### config.mk
export PLATFORM = sky130hd
export DESIGN_NAME = modular_alu_with_inverse_flat
export DESIGN_NICKNAME = d
export VERILOG_FILES = /design/src/design/malu_pkg.sv /design/src/design/malu_req_if.sv /design/src/design/malu_rsp_if.sv /design/src/design/modular_alu_with_inverse.sv /design/src/flat_wrapper.sv
export SDC_FILE = /design/constraint.sdc
export NUM_CORES = 2
export LEC_CHECK = 0
export ABC_AREA = 1
export ABC_CLOCK_PERIOD_IN_PS = 9100
export BUFFER_PORTS_ARGS = -buffer_cell sky130_fd_sc_hd__buf_2
export CORE_UTILIZATION = 25
export DETAILED_ROUTE_END_ITERATION = 10
export SLEW_MARGIN = 5
export SYNTH_ARGS = -nofsm -noshare
export SYNTH_HDL_FRONTEND = slang
export SYNTH_SLANG_ARGS = --single-unit
### constraint.sdc
create_clock -name clock -period 9.1 [get_ports clock]
set_input_delay 0.455 -clock clock [delete_from_list [all_inputs] [get_ports clock]]
set_output_delay 0.455 -clock clock [all_outputs]
set_load 0.01 [all_outputs]
### src/design/malu_pkg.sv
// ----------------------------------------------------------------------------
// malu_pkg
// Shared types and constants for the modular ALU.
// ----------------------------------------------------------------------------
package malu_pkg;

   localparam int unsigned FIELD_WIDTH = 32;

   typedef enum logic [1:0] {
      OP_ADD = 2'd0,
      OP_SUB = 2'd1,
      OP_MUL = 2'd2,
      OP_DIV = 2'd3
   } opcode_type;

endpackage

### src/design/malu_req_if.sv
// ----------------------------------------------------------------------------
// malu_req_if
// Request channel: opcode and two operands, valid/ready handshake.
// ----------------------------------------------------------------------------
interface malu_req_if;
   logic                                   valid;
   logic                                   ready;
   malu_pkg::opcode_type                   opcode;
   logic [malu_pkg::FIELD_WIDTH-1:0]       operand_a;
   logic [malu_pkg::FIELD_WIDTH-1:0]       operand_b;

   modport source (output valid, output opcode, output operand_a, output operand_b,
                   input ready);
   modport sink   (input valid, input opcode, input operand_a, input operand_b,
                   output ready);
endinterface

### src/design/malu_rsp_if.sv
// ----------------------------------------------------------------------------
// malu_rsp_if
// Response channel: result and no-inverse flag, valid/ready handshake.
// ----------------------------------------------------------------------------
interface malu_rsp_if;
   logic                                   valid;
   logic                                   ready;
   logic [malu_pkg::FIELD_WIDTH-1:0]       result;
   logic                                   no_inverse;

   modport source (output valid, output result, output no_inverse, input ready);
   modport sink   (input valid, input result, input no_inverse, output ready);
endinterface

### src/design/modular_alu_with_inverse.sv
// ----------------------------------------------------------------------------
// modular_alu_with_inverse
// Modular add / subtract / multiply / divide under a configured modulus.
// ----------------------------------------------------------------------------
//
//  channel   dir   handshake          payload
//  req_chan  in    valid/ready        opcode, operand_a, operand_b
//  rsp_chan  out   valid/ready        result, no_inverse
//  csr_*     in    write enable only  csr_wdata -> modulus
//
//  Item flow: each operand is reduced by a bit-serial restoring remainder;
//  add/sub results form in the last reduction cycle. Multiply then runs
//  LSB-first double-and-add steps. Divide first runs Euclid: each round
//  doubles the divisor in align steps, then subtracts it back down; then
//  a sign-fix step and the multiply follow unless there is no inverse.
//  Every item ends with a writeback in WRITE and a return to IDLE.
//  Sequencer runs one item at a time; req ready only in IDLE.
//  Synchronous active-high reset clears control and sets modulus to 1.
//  The result register holds its transfer while rsp ready is low; a finished
//  item waits in WRITE until the register frees.
//
module modular_alu_with_inverse #(
   parameter int unsigned WIDTH = 32
) (
   input  logic                              clock,
   input  logic                              reset,
   malu_req_if.sink                          req_chan,
   malu_rsp_if.source                        rsp_chan,
   input  logic                              csr_we,
   input  logic [malu_pkg::FIELD_WIDTH-1:0]  csr_wdata
);
   import malu_pkg::*;

   localparam int unsigned CW = $clog2(WIDTH + 1);
   localparam int unsigned SW = WIDTH + 3;   // signed Bezout coefficients

   typedef enum logic [7:0] {
      ST_IDLE  = 8'b0000_0001,
      ST_REDA  = 8'b0000_0010,
      ST_REDB  = 8'b0000_0100,
      ST_ALIGN = 8'b0000_1000,
      ST_SUBT  = 8'b0001_0000,
      ST_FIXS  = 8'b0010_0000,
      ST_MUL   = 8'b0100_0000,
      ST_WRITE = 8'b1000_0000
   } state_type;

   // modular add, both inputs below m
   function automatic logic [WIDTH-1:0] madd(input logic [WIDTH-1:0] x,
                                             input logic [WIDTH-1:0] y,
                                             input logic [WIDTH-1:0] m);
      logic [WIDTH:0] z;
      z = {1'b0, x} + {1'b0, y};
      if (z >= {1'b0, m}) begin
         z = z - {1'b0, m};
      end
      return z[WIDTH-1:0];
   endfunction

   state_type                state_ff, state_in;
   logic [FIELD_WIDTH-1:0]   modulus_ff;
   logic [WIDTH-1:0]         m_ff, m_in;
   opcode_type               op_ff, op_in;
   logic [CW-1:0]            cnt_ff, cnt_in;
   logic [WIDTH-1:0]         a_ff, a_in;       // operand a, later multiplicand x
   logic [WIDTH-1:0]         b_ff, b_in;       // operand b, later multiplier y
   logic [WIDTH-1:0]         sh_ff, sh_in;     // dividend bits for reduction
   logic [WIDTH-1:0]         acc_ff, acc_in;   // remainder / product accumulator
   logic [WIDTH-1:0]         r0_ff, r0_in;
   logic [WIDTH-1:0]         r1_ff, r1_in;
   logic [WIDTH-1:0]         r1sh_ff, r1sh_in;
   logic signed [SW-1:0]     s0_ff, s0_in;
   logic signed [SW-1:0]     s1_ff, s1_in;
   logic signed [SW-1:0]     s1sh_ff, s1sh_in;
   logic                     rsp_valid_ff, rsp_valid_in;
   logic [FIELD_WIDTH-1:0]   rsp_result_ff, rsp_result_in;
   logic                     rsp_flag_ff, rsp_flag_in;
   logic [WIDTH-1:0]         res_ff, res_in;
   logic                     flag_ff, flag_in;

   // shared datapath pieces
   logic [WIDTH:0]           red_next;
   logic [WIDTH:0]           red_sub;
   logic [WIDTH-1:0]         mul_acc;
   logic [WIDTH-1:0]         mul_x;
   logic                     r0_ge;
   logic [WIDTH-1:0]         r0_next;
   logic signed [SW-1:0]     s0_next;
   logic signed [SW-1:0]     m_signed;
   logic signed [SW-1:0]     s_fix;
   logic [WIDTH-1:0]         raw_m;
   logic                     req_xfer;

   assign req_xfer = req_chan.valid && req_chan.ready;
   assign req_chan.ready = (state_ff == ST_IDLE);

   assign rsp_chan.valid      = rsp_valid_ff;
   assign rsp_chan.result     = rsp_result_ff;
   assign rsp_chan.no_inverse = rsp_flag_ff;

   // restoring remainder step: shift in the next dividend bit
   assign red_next = {acc_ff, sh_ff[WIDTH-1]};
   assign red_sub  = red_next - {1'b0, m_ff};

   // double-and-add multiply step, LSB first
   assign mul_acc = b_ff[0] ? madd(acc_ff, a_ff, m_ff) : acc_ff;
   assign mul_x   = madd(a_ff, a_ff, m_ff);

   // Euclid subtract step
   assign r0_ge   = (r0_ff >= r1sh_ff);
   assign r0_next = r0_ge ? (r0_ff - r1sh_ff) : r0_ff;
   assign s0_next = r0_ge ? (s0_ff - s1sh_ff) : s0_ff;

   assign m_signed = $signed({3'b000, m_ff});
   assign raw_m    = WIDTH'(modulus_ff);

   always_comb begin
      s_fix = (s0_ff < 0) ? (s0_ff + m_signed) : s0_ff;
      if (s_fix >= m_signed) begin
         s_fix = s_fix - m_signed;
      end
   end

   always_comb begin
      state_in      = state_ff;
      m_in          = m_ff;
      op_in         = op_ff;
      cnt_in        = cnt_ff;
      a_in          = a_ff;
      b_in          = b_ff;
      sh_in         = sh_ff;
      acc_in        = acc_ff;
      r0_in         = r0_ff;
      r1_in         = r1_ff;
      r1sh_in       = r1sh_ff;
      s0_in         = s0_ff;
      s1_in         = s1_ff;
      s1sh_in       = s1sh_ff;
      res_in        = res_ff;
      flag_in       = flag_ff;
      rsp_valid_in  = rsp_valid_ff;
      rsp_result_in = rsp_result_ff;
      rsp_flag_in   = rsp_flag_ff;

      if (rsp_valid_ff && rsp_chan.ready) begin
         rsp_valid_in = 1'b0;
      end

      unique case (state_ff)
         ST_IDLE: begin
            if (req_xfer) begin
               // zero modulus acts as one
               m_in   = (raw_m == '0) ? WIDTH'(1) : raw_m;
               op_in  = req_chan.opcode;
               sh_in  = WIDTH'(req_chan.operand_a);
               b_in   = WIDTH'(req_chan.operand_b);
               acc_in = '0;
               cnt_in = '0;
               flag_in = 1'b0;
               state_in = ST_REDA;
            end
         end
         ST_REDA, ST_REDB: begin
            acc_in = red_sub[WIDTH] ? red_next[WIDTH-1:0] : red_sub[WIDTH-1:0];
            sh_in  = {sh_ff[WIDTH-2:0], 1'b0};
            cnt_in = cnt_ff + CW'(1);
            if (cnt_ff == CW'(WIDTH - 1)) begin
               cnt_in = '0;
               if (state_ff == ST_REDA) begin
                  a_in     = acc_in;
                  acc_in   = '0;
                  sh_in    = b_ff;
                  state_in = ST_REDB;
               end else begin
                  b_in = acc_in;
                  unique case (op_ff)
                     OP_ADD: begin
                        res_in   = madd(a_ff, acc_in, m_ff);
                        state_in = ST_WRITE;
                     end
                     OP_SUB: begin
                        res_in   = (acc_in > a_ff) ? (a_ff + (m_ff - acc_in))
                                                   : (a_ff - acc_in);
                        state_in = ST_WRITE;
                     end
                     OP_MUL: begin
                        acc_in   = '0;
                        state_in = ST_MUL;
                     end
                     OP_DIV: begin
                        r0_in    = acc_in;
                        r1_in    = m_ff;
                        r1sh_in  = m_ff;
                        s0_in    = SW'(1);
                        s1_in    = '0;
                        s1sh_in  = '0;
                        state_in = ST_ALIGN;
                     end
                     default: state_in = ST_WRITE;
                  endcase
               end
            end
         end
         ST_ALIGN: begin
            // grow divisor by powers of two while it still fits under r0
            if (({r1sh_ff, 1'b0} <= {1'b0, r0_ff}) && (r1sh_ff != '0)) begin
               r1sh_in = {r1sh_ff[WIDTH-2:0], 1'b0};
               s1sh_in = s1sh_ff <<< 1;
               cnt_in  = cnt_ff + CW'(1);
            end else begin
               state_in = ST_SUBT;
            end
         end
         ST_SUBT: begin
            if (cnt_ff == '0) begin
               // quotient done: rotate the remainder sequence
               r0_in   = r1_ff;
               r1_in   = r0_next;
               r1sh_in = r0_next;
               s0_in   = s1_ff;
               s1_in   = s0_next;
               s1sh_in = s0_next;
               state_in = (r0_next == '0) ? ST_FIXS : ST_ALIGN;
            end else begin
               r0_in   = r0_next;
               s0_in   = s0_next;
               r1sh_in = r1sh_ff >> 1;
               s1sh_in = s1sh_ff >>> 1;
               cnt_in  = cnt_ff - CW'(1);
            end
         end
         ST_FIXS: begin
            if ((r0_ff != WIDTH'(1)) && (m_ff != WIDTH'(1))) begin
               res_in   = '0;
               flag_in  = 1'b1;
               state_in = ST_WRITE;
            end else begin
               b_in     = s_fix[WIDTH-1:0];
               acc_in   = '0;
               cnt_in   = '0;
               state_in = ST_MUL;
            end
         end
         ST_MUL: begin
            acc_in = mul_acc;
            a_in   = mul_x;
            b_in   = b_ff >> 1;
            cnt_in = cnt_ff + CW'(1);
            if (cnt_ff == CW'(WIDTH - 1)) begin
               res_in   = mul_acc;
               state_in = ST_WRITE;
            end
         end
         ST_WRITE: begin
            if (!rsp_valid_ff || rsp_chan.ready) begin
               rsp_valid_in  = 1'b1;
               rsp_result_in = FIELD_WIDTH'(res_ff);
               rsp_flag_in   = flag_ff;
               state_in      = ST_IDLE;
            end
         end
         default: state_in = ST_IDLE;
      endcase
   end

   always_ff @(posedge clock) begin
      if (reset) begin
         state_ff     <= ST_IDLE;
         rsp_valid_ff <= 1'b0;
         modulus_ff   <= FIELD_WIDTH'(1);
      end else begin
         state_ff     <= state_in;
         rsp_valid_ff <= rsp_valid_in;
         if (csr_we) begin
            modulus_ff <= csr_wdata;
         end
      end
   end

   always_ff @(posedge clock) begin
      m_ff          <= m_in;
      op_ff         <= op_in;
      cnt_ff        <= cnt_in;
      a_ff          <= a_in;
      b_ff          <= b_in;
      sh_ff         <= sh_in;
      acc_ff        <= acc_in;
      r0_ff         <= r0_in;
      r1_ff         <= r1_in;
      r1sh_ff       <= r1sh_in;
      s0_ff         <= s0_in;
      s1_ff         <= s1_in;
      s1sh_ff       <= s1sh_in;
      res_ff        <= res_in;
      flag_ff       <= flag_in;
      rsp_result_ff <= rsp_result_in;
      rsp_flag_ff   <= rsp_flag_in;
   end

endmodule
### src/flat_wrapper.sv
// flat-port wrapper written by rule: the top's interface ports become plain ports
module modular_alu_with_inverse_flat import malu_pkg::*;
#(
   parameter int unsigned WIDTH = 32
)
  (clock, reset, csr_we, csr_wdata, req_chan_valid, req_chan_opcode, req_chan_operand_a, req_chan_operand_b, req_chan_ready, rsp_chan_valid, rsp_chan_result, rsp_chan_no_inverse, rsp_chan_ready);
  malu_req_if req_chan_i ();
  malu_rsp_if rsp_chan_i ();
  input  logic clock;
  input  logic reset;
  input  logic csr_we;
  input  logic [malu_pkg::FIELD_WIDTH-1:0] csr_wdata;
  input wire logic [$bits(req_chan_i.valid)-1:0] req_chan_valid;
  input wire logic [$bits(req_chan_i.opcode)-1:0] req_chan_opcode;
  input wire logic [$bits(req_chan_i.operand_a)-1:0] req_chan_operand_a;
  input wire logic [$bits(req_chan_i.operand_b)-1:0] req_chan_operand_b;
  output wire logic [$bits(req_chan_i.ready)-1:0] req_chan_ready;
  output wire logic [$bits(rsp_chan_i.valid)-1:0] rsp_chan_valid;
  output wire logic [$bits(rsp_chan_i.result)-1:0] rsp_chan_result;
  output wire logic [$bits(rsp_chan_i.no_inverse)-1:0] rsp_chan_no_inverse;
  input wire logic [$bits(rsp_chan_i.ready)-1:0] rsp_chan_ready;
  assign req_chan_i.valid = req_chan_valid;
  assign req_chan_i.opcode = req_chan_opcode;
  assign req_chan_i.operand_a = req_chan_operand_a;
  assign req_chan_i.operand_b = req_chan_operand_b;
  assign req_chan_ready = req_chan_i.ready;
  assign rsp_chan_valid = rsp_chan_i.valid;
  assign rsp_chan_result = rsp_chan_i.result;
  assign rsp_chan_no_inverse = rsp_chan_i.no_inverse;
  assign rsp_chan_i.ready = rsp_chan_ready;
  modular_alu_with_inverse #(.WIDTH(WIDTH)) u_core (.clock(clock), .reset(reset), .req_chan(req_chan_i), .rsp_chan(rsp_chan_i), .csr_we(csr_we), .csr_wdata(csr_wdata));
endmodule
# Word-level counts from Yosys, hierarchy flattened
# Index checks and enable logic that the tools add are counted.
[word_totals]
reg_bits = 476
in_bits = 103
output_inout_bits = 35
elab_cells = 191
[classes]
n_addsub = 16
order_cmp = 8
n_eq_ne = 28
mux = 83
n_reduce_logical = 35
[op_table]
columns = ["op", "count"]
rows = [
  ["$mux W32", 36],
  ["$mux W35", 12],
  ["$pmux W32 S2", 5],
  ["$pmux W32 S4", 2],
  ["$sub A32 B32 Y32", 7],
  ["$pmux W32 S3", 2],
  ["$pmux W35 S2", 2],
  ["$pmux W35 S3", 1],
  ["$add A32 B32 Y33", 3],
  ["$ge A33 B32 Y1", 3],
  ["$logic_not A32 Y1", 2],
  ["$mux W8", 8],
  ["$ne A32 B1 Y1 const B", 2],
  ["$pmux W8 S7", 1],
  ["$mux W6", 6],
  ["$pmux W6 S6", 1],
  ["$add A35 B33 Y35", 1],
  ["$ge A35 B33 Y1", 1],
  ["$lt A35 B1 Y1 const B", 1],
  ["$sub A35 B35 Y35", 1],
  ["$le A33 B32 Y1", 1],
  ["$sub A33 B32 Y33", 1],
  ["$add A32 B32 Y32", 1],
  ["$ge A32 B32 Y1", 1],
  ["other kinds (36)", 69],
]

# Longest topological paths before layout
[depth]
word_depth = 9
ltp_mapped = 50

# Worst setup path after synthesis
# OpenSTA, ideal clock, no wires.
[synth_path]
kind = "reg2reg"
from = "register u_core.state_ff[7]"
to = "register u_core.r1_ff[0], enable pin"
setup_ns = 0.575
arrival_ns = 6.030
t_required_ns = 8.525
path_slack_ns = 2.495
stages_incl_launch_ff = 9
path_buffers = 1
period_less_slack_ns = 6.605
cell_sequence = "dfxtp_1 > nor2_1 > inv_1 > nor2_1 > nand4_1 > nand2_1 > clkbuf_1 > nor2_1 > nor3_1"
[synth_via]
elab_chain_len = 4
elab_cells_between_ends = 10
classes_between = "eq/ne (7); reduce/logical (3)"
[synth_rtl]
columns = ["element", "line_no", "text"]
rows = [
  ["from (decl)", "modular_alu_with_inverse.sv:60", "state_type state_ff, state_in;"],
  ["from (signal assigned)", "modular_alu_with_inverse.sv:272", "state_ff <= state_in;"],
  ["$eq A8 B3 Y1 / $eq A8 B2 Y1 (equally long branches)", "modular_alu_with_inverse.sv:149, modular_alu_with_inverse.sv:169", ""],
  ["$reduce_or A2 Y1", "modular_alu_with_inverse.sv:149", "unique case (state_ff)"],
  ["$ne A2 B1 Y1 (no source line) (tied with other cells)", "--", ""],
  ["$reduce_and A5 Y1 (no source line) *", "--", ""],
  ["to (signal assigned)", "modular_alu_with_inverse.sv:289", "r1_ff <= r1_in;"],
  ["to (decl)", "modular_alu_with_inverse.sv:70", "logic [WIDTH-1:0] r1_ff, r1_in;"],
]
# Mark *: on every way between the ends. The rest lies on a longest branch, timed or not.
# A chain may end at the register's enable or synchronous reset.

# Final worst setup path
[layout_path]
from = "register u_core.m_ff[21]"
to = "register u_core.res_ff[6] (data pin)"
[layout_via]
elab_chain_len = 9
elab_cells_between_ends = 19
classes_between = "add/sub (6); order compare (3); mux (10)"
[layout_rtl]
columns = ["element", "line_no", "text"]
rows = [
  ["from (decl)", "modular_alu_with_inverse.sv:62", "logic [WIDTH-1:0] m_ff, m_in;"],
  ["from (signal assigned)", "modular_alu_with_inverse.sv:281", "m_ff <= m_in;"],
  ["$sub A33 B32 Y33", "modular_alu_with_inverse.sv:103", "assign red_sub = red_next - {1'b0, m_ff};"],
  ["$mux W32", "modular_alu_with_inverse.sv:164", "acc_in = red_sub[WIDTH] ? red_next[WIDTH-1:0] : red_sub[WIDTH-1:0];"],
  ["$sub A32 B32 Y32 / $add A32 B32 Y33 (equally long branches)", "modular_alu_with_inverse.sv:182, modular_alu_with_inverse.sv:53", ""],
  ["$add A32 B32 Y32 (tied with other cells)", "modular_alu_with_inverse.sv:182", "res_in = (acc_in > a_ff) ? (a_ff + (m_ff - acc_in))"],
  ["$mux W32 (on tied branches)", "modular_alu_with_inverse.sv:182, modular_alu_with_inverse.sv:54", ""],
  ["$pmux W32 S2", "modular_alu_with_inverse.sv:176", "unique case (op_ff)"],
  ["$mux W32", "modular_alu_with_inverse.sv:169", "if (state_ff == ST_REDA) begin"],
  ["$mux W32", "modular_alu_with_inverse.sv:167", "if (cnt_ff == CW'(WIDTH - 1)) begin"],
  ["$pmux W32 S3 *", "modular_alu_with_inverse.sv:149", ""],
  ["net u_core.res_in[6]", "modular_alu_with_inverse.sv:78", "logic [WIDTH-1:0] res_ff, res_in;"],
  ["to (signal assigned)", "modular_alu_with_inverse.sv:294", "res_ff <= res_in;"],
  ["to (decl)", "modular_alu_with_inverse.sv:78", ""],
]
# Mark *: on every way through the listed nets, which the timed path passes. The rest lies on a longest branch. The select of a mux whose other input is x is not followed.

==> results.py <==
metrics = {
    "timing": {
        "fmax_mhz": 123,
        "skew_ns": 0.0449,
        "fin_crit_ns": 8.13,
        "setup_viol": 0,
        "period_share_pct": 89.4,
        "hold_viol_final": 0,
        "tns_ns": 0,
        "slew_viol_final": 0,
        "rsz0062_at_grt": "no",
        "worstMarginPinSlew_ns": 1.18,
        "max_slew_margin_pct": 21.2,
    },
    "synth": {
        "synth-async-reset-ratio_pct": 0,
        "synth_top_area_share_pct": 27.1,
        "synthAdderAreaFrac_pct": 12.7,
        "ys_ff_latch": 476,
        "ys_seq_area_share_pct": 28.8,
        "synth_compound_area_share_pct": 17.3,
        "synthMuxAreaShare_pct": 0.0208,
        "synthXorXnorAreaFrac_pct": 5.34,
        "synthSimpleGateAreaFrac_pct": 27.2,
        "syn_area_per_cell_um2": 7.00,
        "synth.area.top_cells": "edfxtp_1 27%, nand2_1 15%, ha_1 11%",
        "ys_top_cells_by_count": "1867 x nand2_1, 814 x inv_1, 561 x nor2_1",
        "yosysTopAreaCell": "edfxtp_1",
        "synth_flop_cell": "edfxtp_1",
        "ys_types": 69,
        "synth_nets": 7450,
        "syn_inst": 6882,
        "synth_area_um2": 48200,
        "synth_top_family_by_area": "simple AND/OR/NAND/NOR gates",
        "yosys.cell_count.top_type": "nand2_1",
        "ys_warn_count": 0,
        "synth_edf_count": 435,
    },
    "drt": {
        "dr.pass1.iters": 6,
        "wire_per_inst_um": 27.0,
        "met3_length_um": 21800,
        "highest_layer": "met5",
        "avgViaCountPerCell": 5.39,
        "drtAntennaViolNets": 0,
        "drt_wl_total_um": 260000,
        "drc": 0,
        "wl_met1_um": 108000,
        "initialDrtViolationCount": 6102,
        "wl_met2_um": 114000,
        "vias": 51885,
    },
    "placed_design": {
        "io_buffer_count": 137,
        "globalplace.congestion": 1.06,
        "hpwl_um": 211000,
    },
    "global_route": {
        "grt_usage_pct": 25.8,
        "grt_start_max_net_pins": 79,
        "grt_pass1_wl_um": 360000,
        "grt_pass1_vias": 48742,
        "antenna_found_initial": 32,
        "grt_overflow": 0,
    },
    "cts": {
        "clkSlewWorstSetupHoldPaths_ns": 0.08,
        "htree_levels": 2,
        "clk_root_buffer_cell": "clkbuf_16",
        "clkSinkCount": 476,
        "clock_path_buffers": 3,
        "insertion_delay_ns": 0.73,
        "cts_resized": 0,
        "cts_tree": "done",
        "cts_made_buffers": 57,
    },
    "die": {
        "core_region_area_um2": 191000,
        "dieArea_um2": 195000,
        "io_pins": 138,
        "die_h_um": 441,
        "start_util_pct": 25.3,
        "die_x_um": 441,
        "num_rows": 160,
    },
    "setup_path": {
        "critPathRequiredTime_ns": 9.51,
        "worstSetupEndpointType": "flop",
        "start_kind": "flop",
        "rr_startpoint": "u_core.m_ff[21]",
        "cp_slowest_cell": "edfxtp_1",
        "worstSetupStartpoint": "u_core.m_ff[21]",
        "max_stage_delay_ns": 0.80,
        "arrival_ns": 8.55,
        "critical_path_class": "reg -> reg",
        "critPathMaxFanout": 37,
    },
    "finish": {
        "layout-drive-gt1-share_pct": 7.12,
        "fin_nets": 7625,
        "syn_to_final_growth_pct": 13.3,
    },
    "flow_run": {
        "drv_cap": 0,
    },
    "worst_hold_path": {
        "min-delay-start": "req_chan_operand_a[9]",
        "hp-class": "in -> reg",
    },
    "outcome": {
        "status": "complete, no violations",
    },
}
## cell usage in the layout, fill, tap and decap left out, types with 41 or more instances in the layout
cell type / Yosys / final
o221ai_1: 56 / 56
xnor2_1: 124 / 124
fa_1: 42 / 42
a21oi_1: 513 / 513
dlygate4sd3_1: 0 / 46
a21o_1: 54 / 54
buf_4: 8 / 162
nor2_1: 561 / 556
nor3_1: 68 / 66
inv_1: 814 / 811
o21ai_0: 491 / 490
nand2_1: 1867 / 1862
edfxtp_1: 435 / 435
xor2_1: 170 / 170
o21bai_1: 50 / 50
o211ai_1: 59 / 59
nor4_1: 54 / 54
ha_1: 423 / 423
clkbuf_16: 0 / 57
nand4_1: 110 / 110
nand3_1: 390 / 390
dfxtp_1: 41 / 41
buf_2: 46 / 137
## flip-flops by register name, summed over array words and instances, names as in the netlist, 8 cells and up
name,count
u_core.s0_ff,35
u_core.s1_ff,35
u_core.s1sh_ff,35
u_core.a_ff,32
u_core.acc_ff,32
u_core.b_ff,32
u_core.m_ff,32
u_core.modulus_ff,32
u_core.r0_ff,32
u_core.r1_ff,32
u_core.r1sh_ff,32
u_core.res_ff,32
u_core.rsp_chan.result,32
u_core.sh_ff,32
u_core.state_ff,8
## path summary, 6_finish.rpt
kind	cells after the start	endpoint	slack [ns]
hold / removal	3	u_core.sh_ff[9]	0.03
setup / recovery	31	u_core.res_ff[6]	0.97
setup reg to reg	31	u_core.res_ff[6]	0.97
hold reg to reg	0	u_core.rsp_chan.result[10]	0.41
## worst max-delay path, delay by kind of cell (launching register included)
kind	cells	cell delay, ns
compound gates	9	1.54
xor+xnor	1	0.36
fa+ha+maj	3	1.26
buf+inv	4	1.09
flops	1	0.80
simple gates	14	2.72
## area by class of cell
class / count / area, um2
sequential: 476 / 13900
timing repair buffer: 345 / 2360
multi-input combinational: 5341 / 30200
tap: 2511 / 3140
clock buffer: 61 / 1440
fill: 21097 / 136000
inverter: 836 / 3140
antenna: 11 / 27.5
clock inverter: 47 / 382
## metal layers
metal  GRT usage, %  vias up
li1               -    23664
met1           33.8    25182
met2           40.6     2475
met3           4.57      550
met4           13.1       14
met5              0        -
## repair_timing
| action | 4_1_cts | 5_1_grt |
|---|---|---|
| hold buffers | 46 | 0 |
| buffers inserted | 0 | 0 |
| endpoints found under the hold margin | 46 | 0 |
## through the flow
stage	hold slack (ns)	setup WS [ns]	std cells	utilization [%]	cell area, um2
2_1_floorplan	0.400	2.49	6882	-	48200
3_3_place_gp	0.425	1.21	9463	27.4	52300
3_5_place_dp	0.415	1.32	9463	27.4	52300
4_1_cts	0.000473	1.25	9617	28.6	54600
5_1_grt	0.0285	0.439	9619	28.6	54600
6_report	0.0334	0.968	9628	28.6	54600
## kinds of logic after synthesis
logic type      after synthesis
simple gates               3141
xor+xnor                    294
mux                           1
fa+ha+maj                   465
compound gates             1440
flops                       476
buf+inv                    1065
Power is not shown: default switching activity piles up to over one toggle a cycle in this logic, so the estimate is an artifact.
